`config.mk`:
```
export PLATFORM = sky130hd
export DESIGN_NAME = relay_close_latency_meter_flat
export DESIGN_NICKNAME = d
export VERILOG_FILES = /design/src/design/rclm_pkg.sv /design/src/design/rclm_if.sv /design/src/design/rclm_csr.sv /design/src/design/rclm_core.sv /design/src/design/relay_close_latency_meter.sv /design/src/flat_wrapper.sv
export SDC_FILE = /design/constraint.sdc
export NUM_CORES = 1
export LEC_CHECK = 0
export ABC_AREA = 1
export BUFFER_PORTS_ARGS = -buffer_cell sky130_fd_sc_hd__buf_2
export CAP_MARGIN = 40
export CORE_UTILIZATION = 40
export CTS_BUF_LIST = sky130_fd_sc_hd__clkbuf_16
export DETAILED_ROUTE_END_ITERATION = 12
export REMOVE_ABC_BUFFERS = 1
export SYNTH_ARGS = -nofsm -noshare
export SYNTH_HDL_FRONTEND = slang
export SYNTH_SLANG_ARGS = --single-unit
```
`constraint.sdc`:
```
create_clock -name clock -period 10.1 [get_ports clock]
set_input_delay 0.505 -clock clock [delete_from_list [all_inputs] [get_ports clock]]
set_output_delay 0.505 -clock clock [all_outputs]
set_load 0.03 [all_outputs]
```
`src/design/rclm_pkg.sv`:
```
// ----------------------------------------------------------------------------
// rclm_pkg
// Shared widths, register indexes, reset values, types and helpers for the
// relay close latency meter.
// ----------------------------------------------------------------------------
package rclm_pkg;

   localparam int TIMER_W    = 24;
   localparam int DEB_W      = 16;
   localparam int CNT_W      = 8;
   localparam int SUM_W      = 32;
   localparam int IDX_W      = 2;
   localparam int CSR_DATA_W = 24;

   localparam logic [TIMER_W-1:0] TIMER_MAX = {TIMER_W{1'b1}};
   localparam logic [SUM_W-1:0]   SUM_MAX   = {SUM_W{1'b1}};

   // register indexes
   localparam logic [IDX_W-1:0] REG_TOGGLE_PERIOD = 2'd0;
   localparam logic [IDX_W-1:0] REG_DEBOUNCE      = 2'd1;
   localparam logic [IDX_W-1:0] REG_TRIALS        = 2'd2;

   // register reset values
   localparam logic [TIMER_W-1:0] TOGGLE_PERIOD_RST = 24'd1000000;
   localparam logic [DEB_W-1:0]   DEBOUNCE_RST      = 16'd2000;
   localparam logic [CNT_W-1:0]   TRIALS_RST        = 8'd10;

   typedef struct packed {
      logic [TIMER_W-1:0] toggle_period_us;
      logic [DEB_W-1:0]   debounce_us;
      logic [CNT_W-1:0]   trials_per_batch;
   } cfg_type;

   typedef struct packed {
      logic               relay_drive;
      logic               trial_valid;
      logic [TIMER_W-1:0] delay_us;
      logic [CNT_W-1:0]   trial_number;
      logic               batch_done;
      logic [SUM_W-1:0]   batch_sum_us;
   } rsp_type;

   // count one tick, hold at full scale
   function automatic logic [TIMER_W-1:0] tick_up(input logic [TIMER_W-1:0] t);
      tick_up = (t == TIMER_MAX) ? TIMER_MAX : t + 1'b1;
   endfunction

endpackage

```
`src/design/rclm_if.sv`:
```
// ----------------------------------------------------------------------------
// rclm_if
// Valid/ready channels of the relay close latency meter: tick input,
// result output and register write port.
// ----------------------------------------------------------------------------
interface rclm_req_if;
   logic valid;
   logic ready;
   logic contact_edge;

   modport source (output valid, output contact_edge, input ready);
   modport sink   (input valid, input contact_edge, output ready);
endinterface

interface rclm_rsp_if;
   logic                        valid;
   logic                        ready;
   logic                        relay_drive;
   logic                        trial_valid;
   logic [rclm_pkg::TIMER_W-1:0] delay_us;
   logic [rclm_pkg::CNT_W-1:0]   trial_number;
   logic                        batch_done;
   logic [rclm_pkg::SUM_W-1:0]   batch_sum_us;

   modport source (output valid, output relay_drive, output trial_valid,
                   output delay_us, output trial_number, output batch_done,
                   output batch_sum_us, input ready);
   modport sink   (input valid, input relay_drive, input trial_valid,
                   input delay_us, input trial_number, input batch_done,
                   input batch_sum_us, output ready);
endinterface

interface rclm_csr_if;
   logic                           valid;
   logic                           ready;
   logic [rclm_pkg::IDX_W-1:0]      index;
   logic [rclm_pkg::CSR_DATA_W-1:0] wdata;

   modport source (output valid, output index, output wdata, input ready);
   modport sink   (input valid, input index, input wdata, output ready);
endinterface

```
`src/design/rclm_csr.sv`:
```
// ----------------------------------------------------------------------------
// rclm_csr
// Configuration register file: toggle period, debounce time and batch size.
// ----------------------------------------------------------------------------
module rclm_csr (
   input  logic                            clock,
   input  logic                            reset,
   input  logic                            wr_valid,
   input  logic [rclm_pkg::IDX_W-1:0]      wr_index,
   input  logic [rclm_pkg::CSR_DATA_W-1:0] wr_data,
   output rclm_pkg::cfg_type               cfg
);

   rclm_pkg::cfg_type cfg_ff;
   rclm_pkg::cfg_type cfg_in;

   // decode the write; unknown indexes are dropped
   always_comb begin
      cfg_in = cfg_ff;
      if (wr_valid) begin
         case (wr_index)
            rclm_pkg::REG_TOGGLE_PERIOD: cfg_in.toggle_period_us = wr_data;
            rclm_pkg::REG_DEBOUNCE:
               cfg_in.debounce_us = wr_data[rclm_pkg::DEB_W-1:0];
            rclm_pkg::REG_TRIALS:
               cfg_in.trials_per_batch = wr_data[rclm_pkg::CNT_W-1:0];
            default: cfg_in = cfg_ff;
         endcase
      end
   end

   always_ff @(posedge clock) begin
      if (reset) begin
         cfg_ff.toggle_period_us <= rclm_pkg::TOGGLE_PERIOD_RST;
         cfg_ff.debounce_us      <= rclm_pkg::DEBOUNCE_RST;
         cfg_ff.trials_per_batch <= rclm_pkg::TRIALS_RST;
      end else begin
         cfg_ff <= cfg_in;
      end
   end

   assign cfg = cfg_ff;

endmodule

```
`src/design/rclm_core.sv`:
```
// ----------------------------------------------------------------------------
// rclm_core
// Tick pipeline: input register, one pass of debounce, drive toggle and
// delay measurement against the state, then the result register.
// ----------------------------------------------------------------------------
module rclm_core (
   input  logic              clock,
   input  logic              reset,
   input  rclm_pkg::cfg_type cfg,
   input  logic              in_valid,
   input  logic              in_edge,
   output logic              in_ready,
   output logic              out_valid,
   input  logic              out_ready,
   output rclm_pkg::rsp_type out_data
);

   localparam int LIM_W = rclm_pkg::CNT_W + 1;

   // input register
   logic in_valid_ff;
   logic in_edge_ff;

   // state
   logic [rclm_pkg::TIMER_W-1:0] since_edge_ff,      since_edge_in;
   logic                         edge_pending_ff,    edge_pending_in;
   logic                         drive_level_ff,     drive_level_in;
   logic [rclm_pkg::TIMER_W-1:0] since_toggle_ff,    since_toggle_in;
   logic [rclm_pkg::TIMER_W-1:0] since_drive_low_ff, since_drive_low_in;
   logic [rclm_pkg::CNT_W-1:0]   trial_count_ff,     trial_count_in;
   logic [rclm_pkg::SUM_W-1:0]   delay_sum_ff,       delay_sum_in;

   // result register
   logic              out_valid_ff;
   rclm_pkg::rsp_type out_data_ff, out_data_in;

   logic                         out_free;
   logic                         consume;
   logic [rclm_pkg::TIMER_W-1:0] se_inc, st_inc, sdl_inc;
   logic [rclm_pkg::TIMER_W-1:0] deb_ext;
   logic                         edge_acc, toggle, goes_low;
   logic                         pend_a, pend_b, measure, trial;
   logic [LIM_W-1:0]             next_cnt, limit;
   logic [rclm_pkg::SUM_W:0]     sum_wide;
   logic [rclm_pkg::SUM_W-1:0]   sum_sat;
   logic                         done;

   // handshake: the result slot frees when empty or taken this cycle
   assign out_free = !out_valid_ff || out_ready;
   assign consume  = in_valid_ff && out_free;
   assign in_ready = !in_valid_ff || out_free;

   // one tick of work
   always_comb begin
      deb_ext = {{(rclm_pkg::TIMER_W-rclm_pkg::DEB_W){1'b0}}, cfg.debounce_us};
      se_inc  = rclm_pkg::tick_up(since_edge_ff);
      st_inc  = rclm_pkg::tick_up(since_toggle_ff);
      sdl_inc = rclm_pkg::tick_up(since_drive_low_ff);

      // debounce the contact edge
      edge_acc      = in_edge_ff && (se_inc > deb_ext);
      pend_a        = edge_acc || edge_pending_ff;
      since_edge_in = edge_acc ? '0 : se_inc;

      // toggle the drive; going low clears the pending edge and the timer
      toggle             = (st_inc >= cfg.toggle_period_us);
      since_toggle_in    = toggle ? '0 : st_inc;
      drive_level_in     = toggle ? !drive_level_ff : drive_level_ff;
      goes_low           = toggle && drive_level_ff;
      pend_b             = goes_low ? 1'b0 : pend_a;
      since_drive_low_in = goes_low ? '0 : sdl_inc;

      // measure a pending edge while driven low
      measure         = pend_b && !drive_level_in;
      edge_pending_in = measure ? 1'b0 : pend_b;
      trial           = measure && (since_drive_low_in >= deb_ext);

      next_cnt = {1'b0, trial_count_ff} + 1'b1;
      limit    = (cfg.trials_per_batch == '0) ? LIM_W'(1 << rclm_pkg::CNT_W)
                                              : {1'b0, cfg.trials_per_batch};
      sum_wide = {1'b0, delay_sum_ff} +
                 {{(rclm_pkg::SUM_W+1-rclm_pkg::TIMER_W){1'b0}}, since_drive_low_in};
      sum_sat  = sum_wide[rclm_pkg::SUM_W] ? rclm_pkg::SUM_MAX
                                           : sum_wide[rclm_pkg::SUM_W-1:0];
      done     = trial && (next_cnt >= limit);

      trial_count_in = trial_count_ff;
      delay_sum_in   = delay_sum_ff;
      if (trial) begin
         trial_count_in = done ? '0 : next_cnt[rclm_pkg::CNT_W-1:0];
         delay_sum_in   = done ? '0 : sum_sat;
      end

      out_data_in.relay_drive  = drive_level_in;
      out_data_in.trial_valid  = trial;
      out_data_in.delay_us     = trial ? since_drive_low_in : '0;
      out_data_in.trial_number = trial ? next_cnt[rclm_pkg::CNT_W-1:0] : '0;
      out_data_in.batch_done   = done;
      out_data_in.batch_sum_us = done ? sum_sat : '0;
   end

   // control and state
   always_ff @(posedge clock) begin
      if (reset) begin
         in_valid_ff        <= 1'b0;
         out_valid_ff       <= 1'b0;
         since_edge_ff      <= '0;
         edge_pending_ff    <= 1'b0;
         drive_level_ff     <= 1'b1;
         since_toggle_ff    <= '0;
         since_drive_low_ff <= '0;
         trial_count_ff     <= '0;
         delay_sum_ff       <= '0;
      end else begin
         if (in_ready) begin
            in_valid_ff <= in_valid;
         end
         if (out_free) begin
            out_valid_ff <= in_valid_ff;
         end
         if (consume) begin
            since_edge_ff      <= since_edge_in;
            edge_pending_ff    <= edge_pending_in;
            drive_level_ff     <= drive_level_in;
            since_toggle_ff    <= since_toggle_in;
            since_drive_low_ff <= since_drive_low_in;
            trial_count_ff     <= trial_count_in;
            delay_sum_ff       <= delay_sum_in;
         end
      end
   end

   // payload registers
   always_ff @(posedge clock) begin
      if (in_ready) begin
         in_edge_ff <= in_edge;
      end
      if (consume) begin
         out_data_ff <= out_data_in;
      end
   end

   assign out_valid = out_valid_ff;
   assign out_data  = out_data_ff;

endmodule

```
`src/design/relay_close_latency_meter.sv`:
```
// ----------------------------------------------------------------------------
// relay_close_latency_meter
// Relay close latency meter: debounces contact edges, toggles the relay
// drive, measures drive-to-close delays and reports batch sums.
// ----------------------------------------------------------------------------
// A tick is held in the input register, and its result in the result
// register until it is transferred.
// Throughput: one tick per cycle while results are taken, set by the
// single-pass update of the timer and trial state between the registers.
// Reset (synchronous): drive high, timers, count and sum zero, registers
// at their defaults; the register write port is always ready.
module relay_close_latency_meter (
   input  logic        clock,
   input  logic        reset,
   rclm_req_if.sink    req,
   rclm_rsp_if.source  rsp,
   rclm_csr_if.sink    csr
);

   rclm_pkg::cfg_type cfg;
   rclm_pkg::rsp_type rsp_data;

   assign csr.ready = 1'b1;

   rclm_csr u_csr (
      .clock    (clock),
      .reset    (reset),
      .wr_valid (csr.valid),
      .wr_index (csr.index),
      .wr_data  (csr.wdata),
      .cfg      (cfg)
   );

   rclm_core u_core (
      .clock     (clock),
      .reset     (reset),
      .cfg       (cfg),
      .in_valid  (req.valid),
      .in_edge   (req.contact_edge),
      .in_ready  (req.ready),
      .out_valid (rsp.valid),
      .out_ready (rsp.ready),
      .out_data  (rsp_data)
   );

   assign rsp.relay_drive  = rsp_data.relay_drive;
   assign rsp.trial_valid  = rsp_data.trial_valid;
   assign rsp.delay_us     = rsp_data.delay_us;
   assign rsp.trial_number = rsp_data.trial_number;
   assign rsp.batch_done   = rsp_data.batch_done;
   assign rsp.batch_sum_us = rsp_data.batch_sum_us;

   // a batch only completes on an accepted trial
   assert property (@(posedge clock) disable iff (reset)
      rsp.valid && rsp.batch_done |-> rsp.trial_valid)
      else $error("batch_done without trial_valid");

   // no trial means zero delay and trial number
   assert property (@(posedge clock) disable iff (reset)
      rsp.valid && !rsp.trial_valid |-> rsp.delay_us == '0 && rsp.trial_number == '0)
      else $error("delay fields set without a trial");

   // sum is shown only with batch_done
   assert property (@(posedge clock) disable iff (reset)
      rsp.valid && !rsp.batch_done |-> rsp.batch_sum_us == '0)
      else $error("batch sum set without batch_done");

   // input side is open right after reset
   assert property (@(posedge clock)
      reset |=> req.ready)
      else $error("input not ready after reset");

endmodule

```
`src/flat_wrapper.sv`:
```
// flat-port wrapper written by rule: the top's interface ports become plain ports
module relay_close_latency_meter_flat 
  (clock, reset, req_valid, req_contact_edge, req_ready, rsp_valid, rsp_relay_drive, rsp_trial_valid, rsp_delay_us, rsp_trial_number, rsp_batch_done, rsp_batch_sum_us, rsp_ready, csr_valid, csr_index, csr_wdata, csr_ready);
  rclm_req_if req_i ();
  rclm_rsp_if rsp_i ();
  rclm_csr_if csr_i ();
  input  logic clock;
  input  logic reset;
  input wire logic [$bits(req_i.valid)-1:0] req_valid;
  input wire logic [$bits(req_i.contact_edge)-1:0] req_contact_edge;
  output wire logic [$bits(req_i.ready)-1:0] req_ready;
  output wire logic [$bits(rsp_i.valid)-1:0] rsp_valid;
  output wire logic [$bits(rsp_i.relay_drive)-1:0] rsp_relay_drive;
  output wire logic [$bits(rsp_i.trial_valid)-1:0] rsp_trial_valid;
  output wire logic [$bits(rsp_i.delay_us)-1:0] rsp_delay_us;
  output wire logic [$bits(rsp_i.trial_number)-1:0] rsp_trial_number;
  output wire logic [$bits(rsp_i.batch_done)-1:0] rsp_batch_done;
  output wire logic [$bits(rsp_i.batch_sum_us)-1:0] rsp_batch_sum_us;
  input wire logic [$bits(rsp_i.ready)-1:0] rsp_ready;
  input wire logic [$bits(csr_i.valid)-1:0] csr_valid;
  input wire logic [$bits(csr_i.index)-1:0] csr_index;
  input wire logic [$bits(csr_i.wdata)-1:0] csr_wdata;
  output wire logic [$bits(csr_i.ready)-1:0] csr_ready;
  assign req_i.valid = req_valid;
  assign req_i.contact_edge = req_contact_edge;
  assign req_ready = req_i.ready;
  assign rsp_valid = rsp_i.valid;
  assign rsp_relay_drive = rsp_i.relay_drive;
  assign rsp_trial_valid = rsp_i.trial_valid;
  assign rsp_delay_us = rsp_i.delay_us;
  assign rsp_trial_number = rsp_i.trial_number;
  assign rsp_batch_done = rsp_i.batch_done;
  assign rsp_batch_sum_us = rsp_i.batch_sum_us;
  assign rsp_i.ready = rsp_ready;
  assign csr_i.valid = csr_valid;
  assign csr_i.index = csr_index;
  assign csr_i.wdata = csr_wdata;
  assign csr_ready = csr_i.ready;
  relay_close_latency_meter u_core (.clock(clock), .reset(reset), .req(req_i), .rsp(rsp_i), .csr(csr_i));
endmodule
```
### Yosys cells after proc, flatten, opt, wreduce, memory -nomap -nowiden

Cells that the tools add are included.

| storage, ports and cells | value |
|---|---|
| word-level logic and storage cells | 65 |
| input bits | 32 |
| output and inout port bits | 70 |
| bits in registers | 232 |

| operators by class | value |
|---|---|
| reduce and logical (&&, ||, !) cells | 19 |
| order comparisons | 4 |
| muxes and demuxes | 13 |
| add/subtract/negate cells | 5 |
| eq/ne operators | 5 |

Operator list:

| kind | number |
|---|---|
| 2-to-1 mux 24 bit | 6 |
| adder 24 x 1 -> 24 bit, second input constant | 3 |
| equality test 24 bit, second input constant | 3 |
| 2-to-1 mux 32 bit | 2 |
| adder 32 x 24 -> 33 bit | 1 |
| >= comparator 24 x 16 -> 1 bit | 1 |
| >= comparator 24 bit | 1 |
| > comparator 24 x 16 -> 1 bit | 1 |
| adder 8 x 1 -> 9 bit, second input constant | 1 |
| >= comparator 9 bit | 1 |
| 2-to-1 mux 9 bit | 1 |
| zero test 8 bit | 1 |
| 2-to-1 mux 8 bit | 1 |
| AND reduction 2 bit | 4 |
| logical AND 1 bit | 6 |
| zero test 1 bit | 4 |
| logical OR 1 bit | 3 |
| 2-to-1 mux 1 bit | 3 |
| equality test 2 x 1 -> 1 bit, second input constant | 1 |
| equality test 2 bit, second input constant | 1 |
| zero test 2 bit | 1 |

### Logic depth before layout (Yosys ltp)

| logic depth | value |
|---|---|
| depth in word-level cells | 10 |
| gate-level depth with buffers | 44 |

### Modules after synthesis

From an unflattened synthesis, not the netlist that was laid out.

| second synthesis, totals | value |
|---|---|
| cell total of the unflattened synthesis | 2,033 |
| area total of the unflattened synthesis | 14,397.6 um^2 |

By module, submodules not included:

| module | area each (um^2) | sequential area each (um^2) | cells an instance | times used |
|---|---|---|---|---|
| rclm_core | 12,393.1 | 4,364.2 | 1,747 | 1 |
| rclm_csr | 1,993.2 | 960.9 | 284 | 1 |
| relay_close_latency_meter | 11.3 | 0.0 | 2 | 1 |

### Worst setup path after synthesis

Ideal clock, no wire load.

| path | value |
|---|---|
| path kind | register to register |
| start | reg u_core.u_core.since_toggle_ff[0] in the netlist's numbering |
| end | reg u_core.u_core.out_data_ff (netlist bit u_core.u_core.out_data[11]) (data pin) |
| cell stages (with the launch flop) | 42 |
| path buffers | 4 |
| slack | 3.811 ns |
| clock period less this slack | 6.289 ns |
| library setup time | 0.252 ns |
| data arrival time | 6.037 ns |
| cell sequence | dfxtp_1 ha_1 nand3_1 nor3_1 inv_1 nor3_1 nand4_1 nor2_1 nand2_1 nor2_1 nand2_1 o211ai_1 ha_1 a21oi_1 o21ai_0 a21oi_1 nand2_1 a31oi_1 [6 not listed] buf_1 nand2_1 inv_1 ha_1 a21oi_1 inv_1 nor2_1 o21ai_0 nand2_1 nand3_1 nand2_1 nand2_1 nand3_2 inv_1 clkbuf_1 or2_2 inv_1 nor2_4 |

| on the way | value |
|---|---|
| cells in the longest elaborated chain, start to end | 8 |

Ends and longest elaborated chain:

| item | RTL line | text |
|---|---|---|
| start, declared | rclm_core.sv:28 | `logic [rclm_pkg::TIMER_W-1:0] since_toggle_ff, since_toggle_in;` |
| start signal, assigned | rclm_core.sv:125 | `since_toggle_ff <= since_toggle_in;` |
| adder 24 x 1 -> 24 bit / equality test 24 bit (equally long branches) | rclm_pkg.sv:45 | `tick_up = (t == TIMER_MAX) ? TIMER_MAX : t + 1'b1;` |
| 2-to-1 mux 24 bit * | rclm_pkg.sv:45 |  |
| >= comparator 24 bit * | rclm_core.sv:66 | `toggle = (st_inc >= cfg.toggle_period_us);` |
| logical AND 1 bit * | rclm_core.sv:69 | `goes_low = toggle && drive_level_ff;` |
| 2-to-1 mux 24 bit * | rclm_core.sv:71 | `since_drive_low_in = goes_low ? '0 : sdl_inc;` |
| named net u_core.u_core.since_drive_low_in, one bit | rclm_core.sv:29 | `logic [rclm_pkg::TIMER_W-1:0] since_drive_low_ff, since_drive_low_in;` |
| parallel branches: the longest is 3 deep, another holds adder 32 x 24 -> 33 bit | -- |  |
| end signal, assigned | rclm_core.sv:139 | `out_data_ff <= out_data_in;` |
| end, declared | rclm_core.sv:35 | `rclm_pkg::rsp_type out_data_ff, out_data_in;` |

Mark *: on every way through the listed nets, which the timed path passes.
A chain may end at the register's enable or synchronous reset.

### Worst setup path after layout

| path | value |
|---|---|
| start | reg u_core.u_core.since_toggle_ff[0] in the netlist's numbering |
| end | reg u_core.u_core.out_data_ff (netlist bit u_core.u_core.out_data[2]) (data pin) |

Same word-level chain as after synthesis.

==> qor.yml <==
run_status:
  outcome: "completed"
global_routing:
  grt_max_degree: 80
  antenna_found_initial: 0
  grt_first_pass_wirelength_um: 61600
  grt_pass1_vias: 11840
  overflow: 0
  grtUsageTotal_pct: 20.99
clock_network:
  cts_resized: 0
  clk_latency_ns: 0.54
  cts_tree: "done"
  cts-root-buf: "clkbuf_16"
  clk_path_buf_depth: 3
  numCtsBuffers: 27
  clkSinkCount: 232
  postCtsHoldBufs: 0
  htreeDepth: 1
  postCtsSetupBuffers: 0
  clk_pin_slew_worst_paths_ns: 0.06
pwr:
  leakage_nw: 6.682
  p_total_mw: 2.164
  power.density_nw_per_um2: 136.2
  vdd_drop_max_mv: 0.1186
yosys:
  ys_seq_area_share_pct: 37.59
  syn_inst: 1908
  synth_edf_count: 68
  synthTopCellsByArea: "dfxtp_1 23%, edfxtp_1 14%, nand2_1 11%"
  ys_ff_latch: 232
  synth_common_cells: "401 x nand2_1, 215 x inv_1, 211 x a21oi_1, 164 x dfxtp_1, 160 x nor2_1"
  synthFlopType: "dfxtp_1"
  synth_top_area_share_pct: 23.18
  yosysWarningCount: 0
  synth.distinct_cells: 47
  synth_area_leader_cell: "dfxtp_1"
  netlist_area_um2: 14170
  avgSynthCellArea_um2: 7.425
  synthArstFlopShare_pct: 0
  synth_most_common_cell: "nand2_1"
timing:
  rsz0062_at_grt: "false"
  tightest_slew_ns: 0.8764
  whs_ns: 0.1426
  fin_worst_skew_ns: 0.01094
  finalSetupViolCount: 0
  finalCriticalPeriod_ns: 8.071
  finalCritPeriodShare_pct: 79.91
  fin_setup_tns_ns: 0
  slew_violations: 0
  fmax_mhz: 123.9
  final-hold-violation-count: 0
  relSlewSlack_pct: 41.57
floorplan:
  io_pins: 102
  coreArea_um2: 34710
  die_h_um: 190.2
  die-area_um2: 36170
  die_w_um: 190.2
  start_util_pct: 40.81
  rows: 68
setup_path:
  reg2reg_depth: 39
  critPathMaxStageDelay_ns: 0.56
  crit_fanout: 43
  rr_endpoint: "u_core.u_core.out_data[2]"
  required_ns: 10.49
  crit_end: "u_core.u_core.out_data[2]"
  ff2ff_setup_slack_ns: 2.03
  setup.worst_path.class: "reg2reg"
  cpMostUsedCell: "nand2_1"
  cp_slowest_cell: "or2_2"
  setup.worst_path.end_class: "register"
  cp-start-kind: "register"
  crit_path_start: "u_core.u_core.since_toggle_ff[0]"
  cp.arrival_ns: 8.46
  timing.rr.start: "u_core.u_core.since_toggle_ff[0]"
drt:
  first_pass_iters: 5
  top_layer_used: "met4"
  dr_wl_met2_um: 16950
  wl_met3_um: 1595
  vias: 12610
  routed_wl_um: 37520
  first_iter_violations: 787
  drc: 0
  wl_per_cell_um: 15.33
  wirelength_met1_um: 17840
  ant_nets: 0
  via_per_inst: 5.149
final_layout:
  area.growth.synth_to_final_pct: 12.17
  fin_util_pct: 45.78
  finalNetCount: 2100
  fillers: 3542
  fin_area_um2: 15890
  drive_above_1_share_pct: 12.59
  diodes: 0
run:
  cap_violations: 0
placed_design:
  io_buffers: 100
  post_dp_cell_area_um2: 15040
  gp_congestion: 0.9138
  place_hpwl_um: 27200
worst_hold_path:
  hp-start: "req_contact_edge"
  min_path_type: "in2reg"
-- power breakdown --
group          leakage (nW)  internal [mW]  switching, mW
Clock                 0.448          0.559          0.392
Combinational          4.25         0.0636          0.148
Sequential             1.98          0.985         0.0158
-- layer usage --
| metal | up-vias | global-route usage, % |
|---|---|---|
| met5 | - | 0 |
| met1 | 5782 | 28.70 |
| met3 | 63 | 2.287 |
| li1 | 6492 | - |
| met4 | 0 | 6.338 |
| met2 | 268 | 34.66 |
-- critical path: cells and delay by family (launching register included) --
| family | cells | cell delay, ns |
|---|---|---|
| adder cells (fa/ha/maj) | 4 | 1.11 |
| buffers and inverters | 7 | 1.65 |
| flip-flops | 1 | 0.38 |
| AND/OR/NAND/NOR | 25 | 4.36 |
| AO/OA/AOI/OAI | 3 | 0.38 |
-- flip-flops by register name, indices dropped and copies added, names as in the netlist --
register	count
u_core.u_core.delay_sum_ff	32
u_core.u_csr.cfg	48
u_core.u_core.since_toggle_ff	24
u_core.u_core.out_data	67
u_core.u_core.edge_pending_ff	1
u_core.u_core.trial_count_ff	8
u_core.u_core.since_edge_ff	24
u_core.u_core.in_edge_ff	1
u_core.u_core.drive_level_ff	1
u_core.u_core.since_drive_low_ff	24
u_core.u_core.in_valid_ff	1
u_core.u_core.out_valid	1
-- stage by stage --
stage / setup slack, ns / cells
3_3_place_gp: 2.378 / 2397
2_1_floorplan: 2.529 / 1829
5_1_grt: 1.146 / 2448
6_report: 2.029 / 2448
4_1_cts: 2.023 / 2448
3_5_place_dp: 2.026 / 2399
-- logic make-up (layout without fill, tap and decap cells) --
family	after synthesis	count (layout)	share of synthesized area (%)
AO/OA/AOI/OAI	339	339	12.78
adder cells (fa/ha/maj)	95	95	8.444
flip-flops	232	232	37.59
other	1	1	0.02647
AND/OR/NAND/NOR	885	885	29.28
XOR/XNOR	55	55	3.400
buffers and inverters	301	386	8.479
-- layout by cell type, fill, tap and decap left out, types with 62 or more instances in the layout --
cell type    n
inv_1      222
edfxtp_1    68
nand4_1     62
o21ai_0     84
nand3_1    123
dfxtp_1    164
nand2_1    400
ha_1        94
a21oi_1    210
nor2_1     160
buf_2      100
-- worst min path at each step --
stage / to / slack [ns] / cells after the start
finish: u_core.u_core.in_edge_ff / 0.14 / 1
global route: u_core.u_core.in_edge_ff / 0.12 / 1
CTS: u_core.u_core.in_edge_ff / 0.12 / 1
detailed placement: u_core.u_csr.cfg[34] / 0.46 / 2
global placement: u_core.u_core.since_toggle_ff[23] / 0.46 / 2
floorplan: u_core.u_csr.cfg[25] / 0.44 / 2
-- cell type report --
cell class	instances	area (µm²)	area share (%)
Multi-Input combinational cell	1375	7651	48.15
Sequential cell	232	5325	33.51
Inverter	222	838.3	5.276
Clock buffer	27	675.6	4.252
Timing Repair Buffer	115	653.1	4.110
Tap cell	455	569.3	3.583
Clock inverter	22	177.7	1.118
Note: power is estimated with default switching activity, not from simulation.
